## src/hdl/assert_macros.svh

```systemverilog
// Assertion macros used by the mailbox datapath.
`ifndef ASSERT_MACROS_SVH
`define ASSERT_MACROS_SVH
`ifndef SYNTHESIS
`define MBX_ASSERT(label, prop) \
  label: assert property (@(posedge clk) disable iff (rst) prop) \
    else $error("mailbox assertion failed");
`define MBX_ASSERT_MSG(label, prop, msg) \
  label: assert property (@(posedge clk) disable iff (rst) prop) else $error(msg);
`else
`define MBX_ASSERT(label, prop)
`define MBX_ASSERT_MSG(label, prop, msg)
`endif
`endif

```

## src/hdl/i2cmbx_pkg.sv

```systemverilog
// Types and constants of the I2C target message mailbox.
package i2cmbx_pkg;

  // Command codes of an input word.
  localparam logic [1:0] CMD_BUS     = 2'd0;
  localparam logic [1:0] CMD_TX_BYTE = 2'd1;
  localparam logic [1:0] CMD_RX_READ = 2'd2;

  // Bus status codes that come with a bus event.
  localparam logic [2:0] BS_ADDR_W  = 3'd0;
  localparam logic [2:0] BS_DATA_RX = 3'd1;
  localparam logic [2:0] BS_ADDR_R  = 3'd2;
  localparam logic [2:0] BS_TX_ACK  = 3'd3;
  localparam logic [2:0] BS_TX_NACK = 3'd4;

  // Byte loaded when an address+read finds a queued message.
  localparam logic [7:0] POP_MARK = 8'h80;

  typedef struct packed {
    logic [1:0] cmd;
    logic [2:0] bus_status;
    logic [7:0] rx_byte;
    logic [7:0] msg_byte;
    logic [3:0] byte_index;
    logic       msg_last;
    logic [3:0] entry_index;
  } in_item_t;

  typedef struct packed {
    logic [7:0] tx_byte;
    logic       tx_loaded;
    logic [7:0] read_byte;
    logic [3:0] rx_newest;
    logic [3:0] rx_oldest;
    logic       tx_queue_empty;
  } out_item_t;

  typedef enum logic [2:0] {
    OP_NONE,
    OP_DATA_RX,
    OP_ADDR_R,
    OP_TX_ACK,
    OP_TX_NACK,
    OP_LOCAL_WR,
    OP_LOCAL_RD
  } op_t;

  typedef enum logic [2:0] {
    ST_CLEAR,
    ST_IDLE,
    ST_DECODE,
    ST_RX_COPY,
    ST_TX_COPY,
    ST_TX_LOAD,
    ST_RD_WAIT,
    ST_FINISH
  } state_t;

  typedef struct packed {
    logic load_item;
    logic clr_step;
    logic rx_store;
    logic rx_commit;
    logic rx_copy;
    logic rx_copy_done;
    logic tx_pop;
    logic tx_empty_load;
    logic tx_copy;
    logic copy_reset;
    logic copy_step;
    logic tx_load_take;
    logic tx_count_clear;
    logic local_write;
    logic local_read_take;
    logic push;
  } ctrl_cmd_t;

  typedef struct packed {
    op_t  op;
    logic rx_zero;
    logic rx_full;
    logic tx_empty;
    logic copy_end;
    logic clr_end;
    logic out_free;
  } ctrl_stat_t;

endpackage

```

## src/hdl/i2cmbx_ram.sv

```systemverilog
// Generic single write port, single read port RAM with registered read.
module i2cmbx_ram #(
  parameter int WIDTH = 8,
  parameter int DEPTH = 16
) (
  input  logic                     clk,
  input  logic                     we,
  input  logic [$clog2(DEPTH)-1:0] waddr,
  input  logic [WIDTH-1:0]         wdata,
  input  logic [$clog2(DEPTH)-1:0] raddr,
  output logic [WIDTH-1:0]         rdata
);

  logic [WIDTH-1:0] mem [DEPTH];

  always_ff @(posedge clk) begin
    if (we) begin
      mem[waddr] <= wdata;
    end
    rdata <= mem[raddr];
  end

endmodule

```

## src/hdl/i2cmbx_ctrl.sv

```systemverilog
// Controller state machine of the mailbox: sequences each input word.
module i2cmbx_ctrl import i2cmbx_pkg::*; (
  input  logic       clk,
  input  logic       rst,
  input  logic       item_valid,
  output logic       item_stall,
  input  ctrl_stat_t stat,
  output ctrl_cmd_t  cmd
);

  state_t state;
  state_t state_next;

  always_ff @(posedge clk) begin
    if (rst) begin
      state <= ST_CLEAR;
    end else begin
      state <= state_next;
    end
  end

  assign item_stall = (state != ST_IDLE);

  always_comb begin
    state_next = state;
    cmd        = '0;
    case (state)
      ST_CLEAR: begin
        cmd.clr_step = 1'b1;
        if (stat.clr_end) begin
          state_next = ST_IDLE;
        end
      end
      ST_IDLE: begin
        if (item_valid) begin
          cmd.load_item = 1'b1;
          state_next    = ST_DECODE;
        end
      end
      ST_DECODE: begin
        state_next = ST_FINISH;
        case (stat.op)
          OP_DATA_RX: begin
            if (stat.rx_zero) begin
              cmd.rx_commit  = 1'b1;
              cmd.copy_reset = 1'b1;
              state_next     = ST_RX_COPY;
            end else if (!stat.rx_full) begin
              cmd.rx_store = 1'b1;
            end
          end
          OP_ADDR_R: begin
            if (stat.tx_empty) begin
              cmd.tx_empty_load = 1'b1;
            end else begin
              cmd.tx_pop     = 1'b1;
              cmd.copy_reset = 1'b1;
              state_next     = ST_TX_COPY;
            end
          end
          OP_TX_ACK, OP_TX_NACK: begin
            state_next = ST_TX_LOAD;
          end
          OP_LOCAL_WR: begin
            cmd.local_write = 1'b1;
          end
          OP_LOCAL_RD: begin
            state_next = ST_RD_WAIT;
          end
          default: begin
            state_next = ST_FINISH;
          end
        endcase
      end
      ST_RX_COPY: begin
        cmd.rx_copy = 1'b1;
        if (stat.copy_end) begin
          cmd.rx_copy_done = 1'b1;
          state_next       = ST_FINISH;
        end else begin
          cmd.copy_step = 1'b1;
        end
      end
      ST_TX_COPY: begin
        cmd.tx_copy = 1'b1;
        if (stat.copy_end) begin
          state_next = ST_FINISH;
        end else begin
          cmd.copy_step = 1'b1;
        end
      end
      ST_TX_LOAD: begin
        cmd.tx_load_take   = 1'b1;
        cmd.tx_count_clear = (stat.op == OP_TX_NACK);
        state_next         = ST_FINISH;
      end
      ST_RD_WAIT: begin
        cmd.local_read_take = 1'b1;
        state_next          = ST_FINISH;
      end
      ST_FINISH: begin
        if (stat.out_free) begin
          cmd.push   = 1'b1;
          state_next = ST_IDLE;
        end
      end
      default: begin
        state_next = ST_IDLE;
      end
    endcase
  end

endmodule

```

## src/hdl/i2cmbx_dp.sv

```systemverilog
// Datapath of the mailbox: rings, assembly buffers, pointers and the result register.
`include "assert_macros.svh"
module i2cmbx_dp import i2cmbx_pkg::*; #(
  parameter int MSG_BYTES  = 16,
  parameter int RING_DEPTH = 16
) (
  input  logic       clk,
  input  logic       rst,
  input  in_item_t   item,
  input  ctrl_cmd_t  cmd,
  output ctrl_stat_t stat,
  output out_item_t  result,
  output logic       result_valid,
  input  logic       result_stall
);

  localparam int BW        = $clog2(MSG_BYTES);
  localparam int CW        = $clog2(MSG_BYTES + 1);
  localparam int SW        = $clog2(RING_DEPTH);
  localparam int MEM_DEPTH = RING_DEPTH * MSG_BYTES;
  localparam int AW        = $clog2(MEM_DEPTH);

  function automatic logic [SW-1:0] next_slot(input logic [SW-1:0] s);
    logic [SW-1:0] n;
    n = (s == SW'(RING_DEPTH - 1)) ? '0 : s + SW'(1);
    return n;
  endfunction

  function automatic logic [AW-1:0] slot_addr(input logic [SW-1:0] slot,
                                               input logic [BW-1:0] b);
    logic [AW-1:0] a;
    a = AW'(slot) * AW'(MSG_BYTES) + AW'(b);
    return a;
  endfunction

  in_item_t      item_q;
  logic [CW-1:0] rx_count;
  logic [CW-1:0] tx_count;
  logic [SW-1:0] rx_head;
  logic [SW-1:0] rx_tail;
  logic [SW-1:0] tx_head;
  logic [SW-1:0] tx_tail;
  logic [SW-1:0] copy_slot;
  logic [CW-1:0] copy_idx;
  logic [AW-1:0] clr_addr;
  logic          cur_zero;
  logic [7:0]    res_tx_byte;
  logic          res_tx_loaded;
  logic [7:0]    res_read_byte;

  logic [SW-1:0] commit_slot;
  logic [CW-1:0] copy_prev;
  logic [BW-1:0] copy_wr_byte;
  logic [BW-1:0] copy_rd_byte;
  logic [BW+3:0] byte_ext;
  logic [SW+3:0] entry_ext;
  logic [BW-1:0] bsel;
  logic [SW-1:0] eslot;
  logic          bidx_ok;
  logic          eidx_ok;
  logic          tx_more;
  logic          copy_wr;
  logic [SW+3:0] tail_ext;
  logic [SW+3:0] head_ext;
  op_t           op;

  logic          rxr_we;
  logic [AW-1:0] rxr_waddr;
  logic [7:0]    rxr_wdata;
  logic [7:0]    rxr_rdata;
  logic          txr_we;
  logic [AW-1:0] txr_waddr;
  logic [7:0]    txr_wdata;
  logic [7:0]    txr_rdata;
  logic [7:0]    asm_rdata;
  logic [7:0]    cur_rdata;

  assign commit_slot  = next_slot(rx_tail);
  assign copy_prev    = copy_idx - CW'(1);
  assign copy_wr_byte = copy_prev[BW-1:0];
  assign copy_rd_byte = copy_idx[BW-1:0];
  assign byte_ext     = {{BW{1'b0}}, item_q.byte_index};
  assign entry_ext    = {{SW{1'b0}}, item_q.entry_index};
  assign bsel         = byte_ext[BW-1:0];
  assign eslot        = entry_ext[SW-1:0];
  assign bidx_ok      = (32'(item_q.byte_index) < MSG_BYTES);
  assign eidx_ok      = (32'(item_q.entry_index) < RING_DEPTH);
  assign tx_more      = (tx_count < CW'(MSG_BYTES));
  assign copy_wr      = (copy_idx != '0);
  assign tail_ext     = {4'b0000, rx_tail};
  assign head_ext     = {4'b0000, rx_head};

  always_comb begin
    op = OP_NONE;
    case (item_q.cmd)
      CMD_BUS: begin
        case (item_q.bus_status)
          BS_DATA_RX: op = OP_DATA_RX;
          BS_ADDR_R:  op = OP_ADDR_R;
          BS_TX_ACK:  op = OP_TX_ACK;
          BS_TX_NACK: op = OP_TX_NACK;
          default:    op = OP_NONE;
        endcase
      end
      CMD_TX_BYTE: op = OP_LOCAL_WR;
      CMD_RX_READ: op = OP_LOCAL_RD;
      default:     op = OP_NONE;
    endcase
  end

  assign stat.op       = op;
  assign stat.rx_zero  = (item_q.rx_byte == 8'h00);
  assign stat.rx_full  = (rx_count == CW'(MSG_BYTES));
  assign stat.tx_empty = (tx_head == tx_tail);
  assign stat.copy_end = (copy_idx == CW'(MSG_BYTES));
  assign stat.clr_end  = (clr_addr == AW'(MEM_DEPTH - 1));
  assign stat.out_free = !result_valid || !result_stall;

  // Receive ring: cleared after reset, filled by commit copies, read locally.
  assign rxr_we    = cmd.clr_step || (cmd.rx_copy && copy_wr);
  assign rxr_waddr = cmd.clr_step ? clr_addr : slot_addr(copy_slot, copy_wr_byte);
  assign rxr_wdata = (!cmd.clr_step && (copy_prev < rx_count)) ? asm_rdata : 8'h00;

  i2cmbx_ram #(.WIDTH(8), .DEPTH(MEM_DEPTH)) u_rx_ring (
    .clk   (clk),
    .we    (rxr_we),
    .waddr (rxr_waddr),
    .wdata (rxr_wdata),
    .raddr (slot_addr(eslot, bsel)),
    .rdata (rxr_rdata)
  );

  // Transmit ring: cleared after reset, written locally, read by pop copies.
  assign txr_we    = cmd.clr_step || (cmd.local_write && bidx_ok);
  assign txr_waddr = cmd.clr_step ? clr_addr : slot_addr(tx_tail, bsel);
  assign txr_wdata = cmd.clr_step ? 8'h00 : item_q.msg_byte;

  i2cmbx_ram #(.WIDTH(8), .DEPTH(MEM_DEPTH)) u_tx_ring (
    .clk   (clk),
    .we    (txr_we),
    .waddr (txr_waddr),
    .wdata (txr_wdata),
    .raddr (slot_addr(copy_slot, copy_rd_byte)),
    .rdata (txr_rdata)
  );

  // Bytes past rx_count read as zero during a commit, so no clearing is needed.
  i2cmbx_ram #(.WIDTH(8), .DEPTH(MSG_BYTES)) u_rx_assembly (
    .clk   (clk),
    .we    (cmd.rx_store),
    .waddr (rx_count[BW-1:0]),
    .wdata (item_q.rx_byte),
    .raddr (copy_rd_byte),
    .rdata (asm_rdata)
  );

  // cur_zero stands for an all-zero current message.
  i2cmbx_ram #(.WIDTH(8), .DEPTH(MSG_BYTES)) u_tx_current (
    .clk   (clk),
    .we    (cmd.tx_copy && copy_wr),
    .waddr (copy_wr_byte),
    .wdata (txr_rdata),
    .raddr (tx_count[BW-1:0]),
    .rdata (cur_rdata)
  );

  always_ff @(posedge clk) begin
    if (rst) begin
      rx_count     <= '0;
      tx_count     <= '0;
      rx_head      <= '0;
      rx_tail      <= '0;
      tx_head      <= '0;
      tx_tail      <= '0;
      copy_idx     <= '0;
      clr_addr     <= '0;
      cur_zero     <= 1'b1;
      result_valid <= 1'b0;
    end else begin
      if (cmd.clr_step) begin
        clr_addr <= clr_addr + AW'(1);
      end
      if (cmd.rx_store) begin
        rx_count <= rx_count + CW'(1);
      end
      if (cmd.rx_commit) begin
        rx_tail <= commit_slot;
        if (commit_slot == rx_head) begin
          rx_head <= next_slot(rx_head);
        end
      end
      if (cmd.rx_copy_done) begin
        rx_count <= '0;
      end
      if (cmd.tx_pop) begin
        tx_head  <= next_slot(tx_head);
        cur_zero <= 1'b0;
      end
      if (cmd.tx_empty_load) begin
        cur_zero <= 1'b1;
      end
      if (cmd.copy_reset) begin
        copy_idx <= '0;
      end else if (cmd.copy_step) begin
        copy_idx <= copy_idx + CW'(1);
      end
      if (cmd.tx_load_take) begin
        if (cmd.tx_count_clear) begin
          tx_count <= '0;
        end else if (tx_more) begin
          tx_count <= tx_count + CW'(1);
        end
      end
      if (cmd.local_write && item_q.msg_last) begin
        tx_tail <= next_slot(tx_tail);
      end
      if (cmd.push) begin
        result_valid <= 1'b1;
      end else if (!result_stall) begin
        result_valid <= 1'b0;
      end
    end
  end

  always_ff @(posedge clk) begin
    if (cmd.load_item) begin
      item_q        <= item;
      res_tx_byte   <= 8'h00;
      res_tx_loaded <= 1'b0;
      res_read_byte <= 8'h00;
    end
    if (cmd.rx_commit) begin
      copy_slot <= commit_slot;
    end
    if (cmd.tx_pop) begin
      copy_slot     <= tx_head;
      res_tx_byte   <= POP_MARK;
      res_tx_loaded <= 1'b1;
    end
    if (cmd.tx_empty_load) begin
      res_tx_byte   <= 8'h00;
      res_tx_loaded <= 1'b1;
    end
    if (cmd.tx_load_take) begin
      res_tx_byte   <= (tx_more && !cur_zero) ? cur_rdata : 8'h00;
      res_tx_loaded <= 1'b1;
    end
    if (cmd.local_read_take) begin
      res_read_byte <= (eidx_ok && bidx_ok) ? rxr_rdata : 8'h00;
    end
    if (cmd.push) begin
      result.tx_byte        <= res_tx_byte;
      result.tx_loaded      <= res_tx_loaded;
      result.read_byte      <= res_read_byte;
      result.rx_newest      <= tail_ext[3:0];
      result.rx_oldest      <= head_ext[3:0];
      result.tx_queue_empty <= (tx_head == tx_tail);
    end
  end

  `MBX_ASSERT(a_commit_keeps_entry, cmd.rx_commit |=> (rx_tail != rx_head))
  `MBX_ASSERT(a_rx_count_bounded, rx_count <= CW'(MSG_BYTES))
  `MBX_ASSERT(a_tx_count_bounded, tx_count <= CW'(MSG_BYTES))
  `MBX_ASSERT(a_copy_idx_bounded, copy_idx <= CW'(MSG_BYTES))
  `MBX_ASSERT_MSG(a_word_from_push, $rose(result_valid) |-> $past(cmd.push), "result word without push")

endmodule

```

## src/hdl/i2c_target_message_mailbox.sv

```systemverilog
// Each word passes through the decode and finish states; a transmit load or local read adds its
// load or read state between them, and a commit or pop adds the message copy through RAM ports,
// one byte per cycle.
// One word at a time: the next word is accepted only after the result word has been pushed.
// Reset: synchronous; afterwards all RING_DEPTH * MSG_BYTES addresses of both rings (256 by
// default) are zeroed while item_stall stays high.
module i2c_target_message_mailbox import i2cmbx_pkg::*; #(
  parameter int MSG_BYTES  = 16,
  parameter int RING_DEPTH = 16
) (
  input  logic      clk,
  input  logic      rst,
  input  logic      item_valid,
  output logic      item_stall,
  input  in_item_t  item,
  output logic      result_valid,
  input  logic      result_stall,
  output out_item_t result
);

  // The controller decodes each accepted word and steps the datapath
  // through its copy, load or read sequence, then hands the result word
  // to the output register. A waiting result word does not block the
  // next input word from being accepted.

  ctrl_cmd_t  cmd;
  ctrl_stat_t stat;

  i2cmbx_ctrl u_ctrl (
    .clk        (clk),
    .rst        (rst),
    .item_valid (item_valid),
    .item_stall (item_stall),
    .stat       (stat),
    .cmd        (cmd)
  );

  // The datapath owns the receive and transmit rings, the receive
  // assembly buffer, the current transmit message and all pointers.
  i2cmbx_dp #(
    .MSG_BYTES  (MSG_BYTES),
    .RING_DEPTH (RING_DEPTH)
  ) u_dp (
    .clk          (clk),
    .rst          (rst),
    .item         (item),
    .cmd          (cmd),
    .stat         (stat),
    .result       (result),
    .result_valid (result_valid),
    .result_stall (result_stall)
  );

endmodule

```

## config.mk

```make
export PLATFORM = sky130hd
export DESIGN_NAME = i2c_target_message_mailbox
export DESIGN_NICKNAME = d
export VERILOG_FILES = /design/src/hdl/i2cmbx_pkg.sv /design/src/hdl/i2cmbx_ram.sv /design/src/hdl/i2cmbx_ctrl.sv /design/src/hdl/i2cmbx_dp.sv /design/src/hdl/i2c_target_message_mailbox.sv
export VERILOG_INCLUDE_DIRS = /design/src /design/src/hdl
export SDC_FILE = /design/constraint.sdc
export NUM_CORES = 2
export LEC_CHECK = 0
export BUFFER_PORTS_ARGS = -buffer_cell sky130_fd_sc_hd__buf_2
export CAP_MARGIN = 20
export CORE_MARGIN = 3
export CORE_UTILIZATION = 35
export CTS_BUF_LIST = sky130_fd_sc_hd__clkbuf_4 sky130_fd_sc_hd__clkbuf_8 sky130_fd_sc_hd__clkbuf_16
export DETAILED_ROUTE_END_ITERATION = 12
export PLACE_DENSITY_LB_ADDON = 0.1
export SYNTH_ARGS = -nofsm -noshare
export SYNTH_HDL_FRONTEND = slang
export SYNTH_MEMORY_MAX_BITS = 65536
export SYNTH_SLANG_ARGS = --single-unit
```

## constraint.sdc

```tcl
create_clock -name clk -period 9.4 [get_ports clk]
set_clock_uncertainty 0.15 [all_clocks]
set_input_delay 0.94 -clock clk [delete_from_list [all_inputs] [get_ports clk]]
set_output_delay 0.94 -clock clk [all_outputs]
set_load 0.005 [all_outputs]
```

**After elaboration in Yosys (flattened, before gate mapping)**

Memories as Yosys holds them, arrays and structs flattened. A register that Yosys moved wholly into a read port is not among the register bits.
Cells that the tools add are included.
Widths: inputs -> output; s select.

- $add $sub $neg: 13
- Magnitude comparators: 2
- Equality and inequality tests: 34
- Multiplexer cells: 63
- Reduce and logical (&&, ||, !) cells: 30

Operators by type and width:

| cell | number |
|---|---|
| $mux 8 | 10 |
| $add 8x4->8 | 4 |
| $mux 1 | 28 |
| $eq 3x3->1 const B | 8 |
| $mux 4 | 6 |
| $pmux 3 s4 | 2 |
| $eq 3x2->1 const B | 6 |
| $pmux 3 s6 | 1 |
| $add 4x1->4 const B | 4 |
| $eq 4x4->1 const B | 4 |
| $add 5x1->5 const B | 3 |
| $mux 3 | 5 |
| $mux 2 | 7 |
| $reduce_or 2->1 | 6 |
| $eq 5x5->1 const B | 2 |
| $mux 5 | 2 |
| $eq 3x1->1 const B | 3 |
| $pmux 3 s3 | 1 |
| $add 8x1->8 const B | 1 |
| $eq 4x4->1 | 2 |
| $eq 8x8->1 const B | 1 |
| $logic_not 8->1 | 1 |
| $ne 2x2->1 const B | 3 |
| $reduce_bool 2->1 | 3 |
| 18 further kinds | 29 |

- Bits in registers: 121
- RAM bits: 4352
- Bits of input ports: 34
- Output and inout bits: 28
- Word-level logic and storage cells: 174
- Memories kept: 4

Memory list:

| memory | words | width | rd ports | clocked after Yosys merged registers in | wr ports | line | RTL |
|---|---|---|---|---|---|---|---|
| u_dp.u_rx_ring.mem | 256 | 8 | 1 | 1 | 1 | i2cmbx_ram.sv:14 | `logic [WIDTH-1:0] mem [DEPTH];` |
| u_dp.u_tx_ring.mem | 256 | 8 | 1 | 1 | 1 | i2cmbx_ram.sv:14 |  |
| u_dp.u_rx_assembly.mem | 16 | 8 | 1 | 1 | 1 | i2cmbx_ram.sv:14 |  |
| u_dp.u_tx_current.mem | 16 | 8 | 1 | 1 | 1 | i2cmbx_ram.sv:14 |  |

**Longest topological paths before layout**

- Depth after elaboration: 9
- Depth in mapped cells: 14
- Depth with buffers taken out: 9

**Hierarchy**

A second synthesis with hierarchy kept.

- Cell total of the unflattened synthesis: 8401
- Area total of the unflattened synthesis: 174837.7 um2

By module, submodules not included:

| module | times used | cells an instance | area each (um2) | sequential area each (um2) |
|---|---|---|---|---|
| i2cmbx_ram (u_dp.u_rx_ring ...) | 2 | 3733 | 79556.3 | 61659.1 |
| i2cmbx_ram (u_dp.u_rx_assembly ...) | 2 | 229 | 5147.4 | 4003.8 |
| i2cmbx_dp | 1 | 419 | 4987.3 | 3123.0 |
| i2cmbx_ctrl | 1 | 58 | 442.9 | 60.1 |

**Least setup slack after synthesis**

OpenSTA, ideal clock, no wires.

- Kind: register to register
- Start: register u_dp.copy_idx[0]
- End: memory u_dp.u_rx_ring.mem[0][0] (data pin)
- Setup time: 873 ps
- Arrival: 6139 ps
- Data required time: 8377 ps
- Path slack: 2238 ps
- Stages on the path, launching flop included: 14
- Path buffers: 4
- Clock period less this slack: 7162 ps
- Path through: dfxtp_1 buf_6 buf_6 buf_6 clkinv_1 clkbuf_1 ha_1 xnor2_1 inv_1 ha_1 a21oi_1 nor2b_1 o21ai_0 and3_1

- Word-level cells in the longest chain between the ends: 4

Ends and longest elaborated chain:

| what | line | RTL |
|---|---|---|
| start, declared | i2cmbx_dp.sv:44 | `logic [CW-1:0] copy_idx;` |
| start signal, assigned | i2cmbx_dp.sv:205 | `copy_idx <= copy_idx + CW'(1);` |
| $sub 5x1->5 | i2cmbx_dp.sv:79 | `assign copy_prev = copy_idx - CW'(1);` |
| named net u_dp.copy_prev[0] | i2cmbx_dp.sv:52 | `logic [CW-1:0] copy_prev;` |
| $lt 5x5->1 | i2cmbx_dp.sv:122 | `assign rxr_wdata = (!cmd.clr_step && (copy_prev < rx_count)) ? asm_rdata : 8'h00;` |
| $logic_and 1x1->1 | i2cmbx_dp.sv:122 |  |
| $mux 8 | i2cmbx_dp.sv:122 |  |
| named net u_dp.rxr_wdata[0] | i2cmbx_dp.sv:69 | `logic [7:0] rxr_wdata;` |
| end, declared | i2cmbx_ram.sv:14 |  |

The timed path passes the listed nets, and every way through them passes these cells.

**Final worst setup path**

- Start: register u_dp.copy_idx[1]
- End: memory u_dp.u_rx_ring.mem[47][2] (data pin)

- Word-level cells in the longest chain between the ends: 4

Ends and longest elaborated chain:

| what | line |
|---|---|
| $sub 5x1->5 | i2cmbx_dp.sv:79 |
| $lt 5x5->1 | i2cmbx_dp.sv:122 |
| $logic_and 1x1->1 | i2cmbx_dp.sv:122 |
| $mux 8 | i2cmbx_dp.sv:122 |
| named net u_dp.rxr_wdata[2] | i2cmbx_dp.sv:69 |

The timed path passes the listed nets, and every way through them passes these cells.

==> impl_metrics.yaml <==
grt:
  grt_pass1_wl_um: 714000
  gr-total-overflow: 0
  first_global_vias: 88000
  grt_max_degree: 167
  grt.total_usage_pct: 19.7
  antenna_found_initial: 24
power:
  p_leak_nw: 57.2
  power_density_nw_per_um2: 243
  power.total_mw: 48.4
  peakVddDrop_mv: 0.183
floorplanning:
  initial_core_util_pct: 35.3
  rows: 258
  chipHeight_um: 713
  dieArea_um2: 508000
  core_area_um2: 496000
  num_io_pins: 62
  die_w_um: 713
yosys:
  ys_seq_area_share_pct: 76.9
  synth.area.top_cells: "edfxtp_1 76%, mux4_2 13%, mux2i_1 2.1%"
  ys_ff_latch: 4505
  async_reset_ff_share_pct: 0
  yosys.area.top_type: "edfxtp_1"
  syn-num-nets: 8416
  synthFlopType: "edfxtp_1"
  syn-instance-count: 8358
  synth_edf_count: 4428
  synth_area_um2: 175000
  yosysUniqueCellTypes: 78
  yosysTopAreaCellShare_pct: 76.1
  yosysWarnings: 0
  postSynthAreaPerCell_um2: 20.9
finish:
  drive_above_1_share_pct: 24.9
  fin_nets: 8760
  syn2layout_area_growth_pct: 14.1
  ff_latch_area_um2: 135000
  post-route-util_pct: 40.3
  layout_common_cells: "4,428 x edfxtp_1, 1,027 x mux4_2, 651 x nor2_1, 489 x clkbuf_16, 365 x mux2i_1"
  multi_input_area_um2: 37800
  fillers: 43800
  postLayoutCellArea_um2: 199000
  stdcell_count: 15700
  layout_commonest_cell: "edfxtp_1"
setup_path:
  cpMaxStageDelayCell: "dfxtp_4"
  r2r-end: "u_dp.u_rx_ring.mem[47][2]"
  cp-end-kind: "flop"
  path_cells: "inv_1 -> ha_1 -> xnor2_1 -> inv_1 -> ha_1 -> a21oi_1 -> nor2b_1 -> o21ai_0 -> buf_4 -> and3_4 -> buf_12 -> buf_4"
  crit_required_ns: 9.88
  worstSetupEndpoint: "u_dp.u_rx_ring.mem[47][2]"
  startpoint_type: "flop"
  worstPathArrival_ns: 6.39
  slowest_delay_ns: 0.81
  cp_max_fo: 153
  crit_buf_inv: 5
  path_delay_family: "buffers and inverters"
  r2r_start: "u_dp.copy_idx[1]"
  rr_worst_depth: 12
  cp.depth: 12
  r2r_slack_ns: 3.50
  crit_path_start: "u_dp.copy_idx[1]"
  path_class: "flop to flop"
routing:
  wl_met3_um: 27000
  met1_length_um: 224000
  via_per_inst: 5.43
  dr.pass1.iters: 5
  route.detailed.drc: 0
  wl_um: 511000
  ant_nets: 0
  highest_layer: "met4"
  wl_per_cell_um: 32.5
  drtIter0Drc: 8389
  route.vias.total: 85400
  met2_length_um: 249000
placed_design:
  dpl_worst_slack_ns: 3.62
  dp_cells: 14800
  placed_area_um2: 183000
  dp_hpwl_um: 306000
  portBuffers: 61
  gp_congestion: 0.794
clock_tree:
  htreeDepth: 5
  clockBufferDepth: 4
  clk_latency_ns: 1.02
  cts_tree: "done"
  post-cts-setup-buffers: 0
  path_clk_slew_ns: 0.06
  numCtsBuffers: 479
  cts_resized: 0
  clock-sinks: 4505
  cts-root-buf: "clkbuf_16"
sta:
  grt_setup_unrepaired: "false"
  max_freq_mhz: 169
  drv_slew: 0
  timing.final.crit_share_pct: 62.8
  hold_viol: 0
  hold_ws_ns: 0.215
  relSlewSlack_pct: 18.6
  setup_viol: 0
  setup_tns_ns: 0
  period_needed_ns: 5.90
  worst_pin_slew_ns: 1.21
  postLayoutSetupSlackWorst_ns: 3.50
run_status:
  status: "completed"
hold_path:
  min_path_type: "primary input to flop"
run:
  maxCapViolCount: 0
==> cell type report <==
cell class,instances,area share [%]
Antenna cell,6,0.00753
Clock buffer,607,6.60
Clock inverter,279,1.30
Inverter,22,0.0439
Multi-Input combinational cell,3337,19.0
Sequential cell,4505,67.4
Tap cell,6630,4.16
Timing Repair Buffer,357,1.48
==> layer usage <==
metal  vias up  global-route usage, %
met4         0                   4.44
met2      2541                   32.8
met1     46800                   27.8
li1      35400                      -
met3       636                   2.69
met5         -                      0
==> kinds of logic after synthesis <==
kind of cell | count (synthesis) | share of synthesized area, %
AOI/OAI and AO/OA | 675 | 2.72
xor gates and xnor gates | 30 | 0.150
adders and majority gates | 24 | 0.172
buffers and inverters | 516 | 1.58
DFF | 4505 | 76.9
muxes | 1426 | 15.5
and+or+nand+nor | 1182 | 2.90
==> worst min-delay path, stage by stage <==
cell     delay (ns)
buf_2          0.12
nand2_1        0.16
a21oi_1        0.09
==> where the power goes <==
group	leakage, nW	switching [mW]	internal (mW)
clock	7.89	7.91	11.0
combinational	11.7	4.32	1.48
sequential	37.7	0.187	23.5
==> timing repair <==
action | in CTS | in global routing
hold endpoints to repair | 30 | 0
hold buffers | 30 | 0
endpoints found under the setup margin | 0 | 0
==> flip-flops by register name, summed over array words and instances (netlist names), 3 cells and up <==
signal,count
u_dp.res_read_byte,8
u_dp.u_tx_ring.mem,2048
u_ctrl.state,3
u_dp.u_tx_ring.rdata,8
u_dp.clr_addr,8
u_dp.u_rx_ring.mem,2048
u_dp.eslot,4
u_dp.tx_tail,4
u_dp.rx_head,4
u_dp.rx_tail,4
u_dp.rx_count,5
u_dp.u_rx_ring.rdata,8
u_dp.res_tx_byte,8
u_dp.u_rx_assembly.rdata,8
u_dp.u_tx_current.rdata,8
u_dp.copy_idx,5
u_dp.u_rx_assembly.mem,128
u_dp.result,26
u_dp.u_tx_current.mem,128
u_dp.item_q,22
u_dp.copy_slot,4
u_dp.tx_count,5
u_dp.tx_head,4
u_dp.bsel,4
==> cells in the mapped netlist (14+ instances only) <==
| cell type | number |
|---|---|
| buf_2 | 121 |
| a22o_1 | 28 |
| buf_1 | 46 |
| nand4_1 | 22 |
| ha_1 | 24 |
| nand3_1 | 65 |
| nor2b_1 | 39 |
| mux2_2 | 34 |
| clkbuf_1 | 205 |
| and2_1 | 32 |
| o21ai_0 | 90 |
| inv_1 | 20 |
| buf_4 | 75 |
| a221oi_1 | 43 |
| a21oi_1 | 104 |
| dfxtp_1 | 77 |
| nand2_1 | 258 |
| mux2i_1 | 365 |
| mux4_2 | 1027 |
| o22ai_1 | 51 |
| o211ai_1 | 15 |
| buf_6 | 40 |
| a22oi_1 | 127 |
| edfxtp_1 | 4428 |
| and3_1 | 14 |
| o221ai_1 | 50 |
| a31oi_1 | 24 |
| nor2_1 | 655 |
| nor3_1 | 29 |
| a211oi_1 | 35 |
| xnor2_1 | 15 |
| xor2_1 | 15 |
==> worst min-delay path by stage <==
| stage | startpoint | to | slack [ns] | cells past startpoint |
|---|---|---|---|---|
| detailed placement | u_dp.res_read_byte[4] | u_dp.result[13] | 0.25 | 0 |
| global route | result_stall | u_dp.result_valid | 0.17 | 3 |
| finish | result_stall | u_dp.result_valid | 0.21 | 3 |
| floorplan | u_dp.res_read_byte[1] | u_dp.result[10] | 0.25 | 0 |
| global placement | u_dp.res_read_byte[6] | u_dp.result[15] | 0.26 | 0 |
| CTS | result_stall | u_dp.result_valid | 0.1 | 3 |
Note: power is estimated with default switching activity, not from simulation.
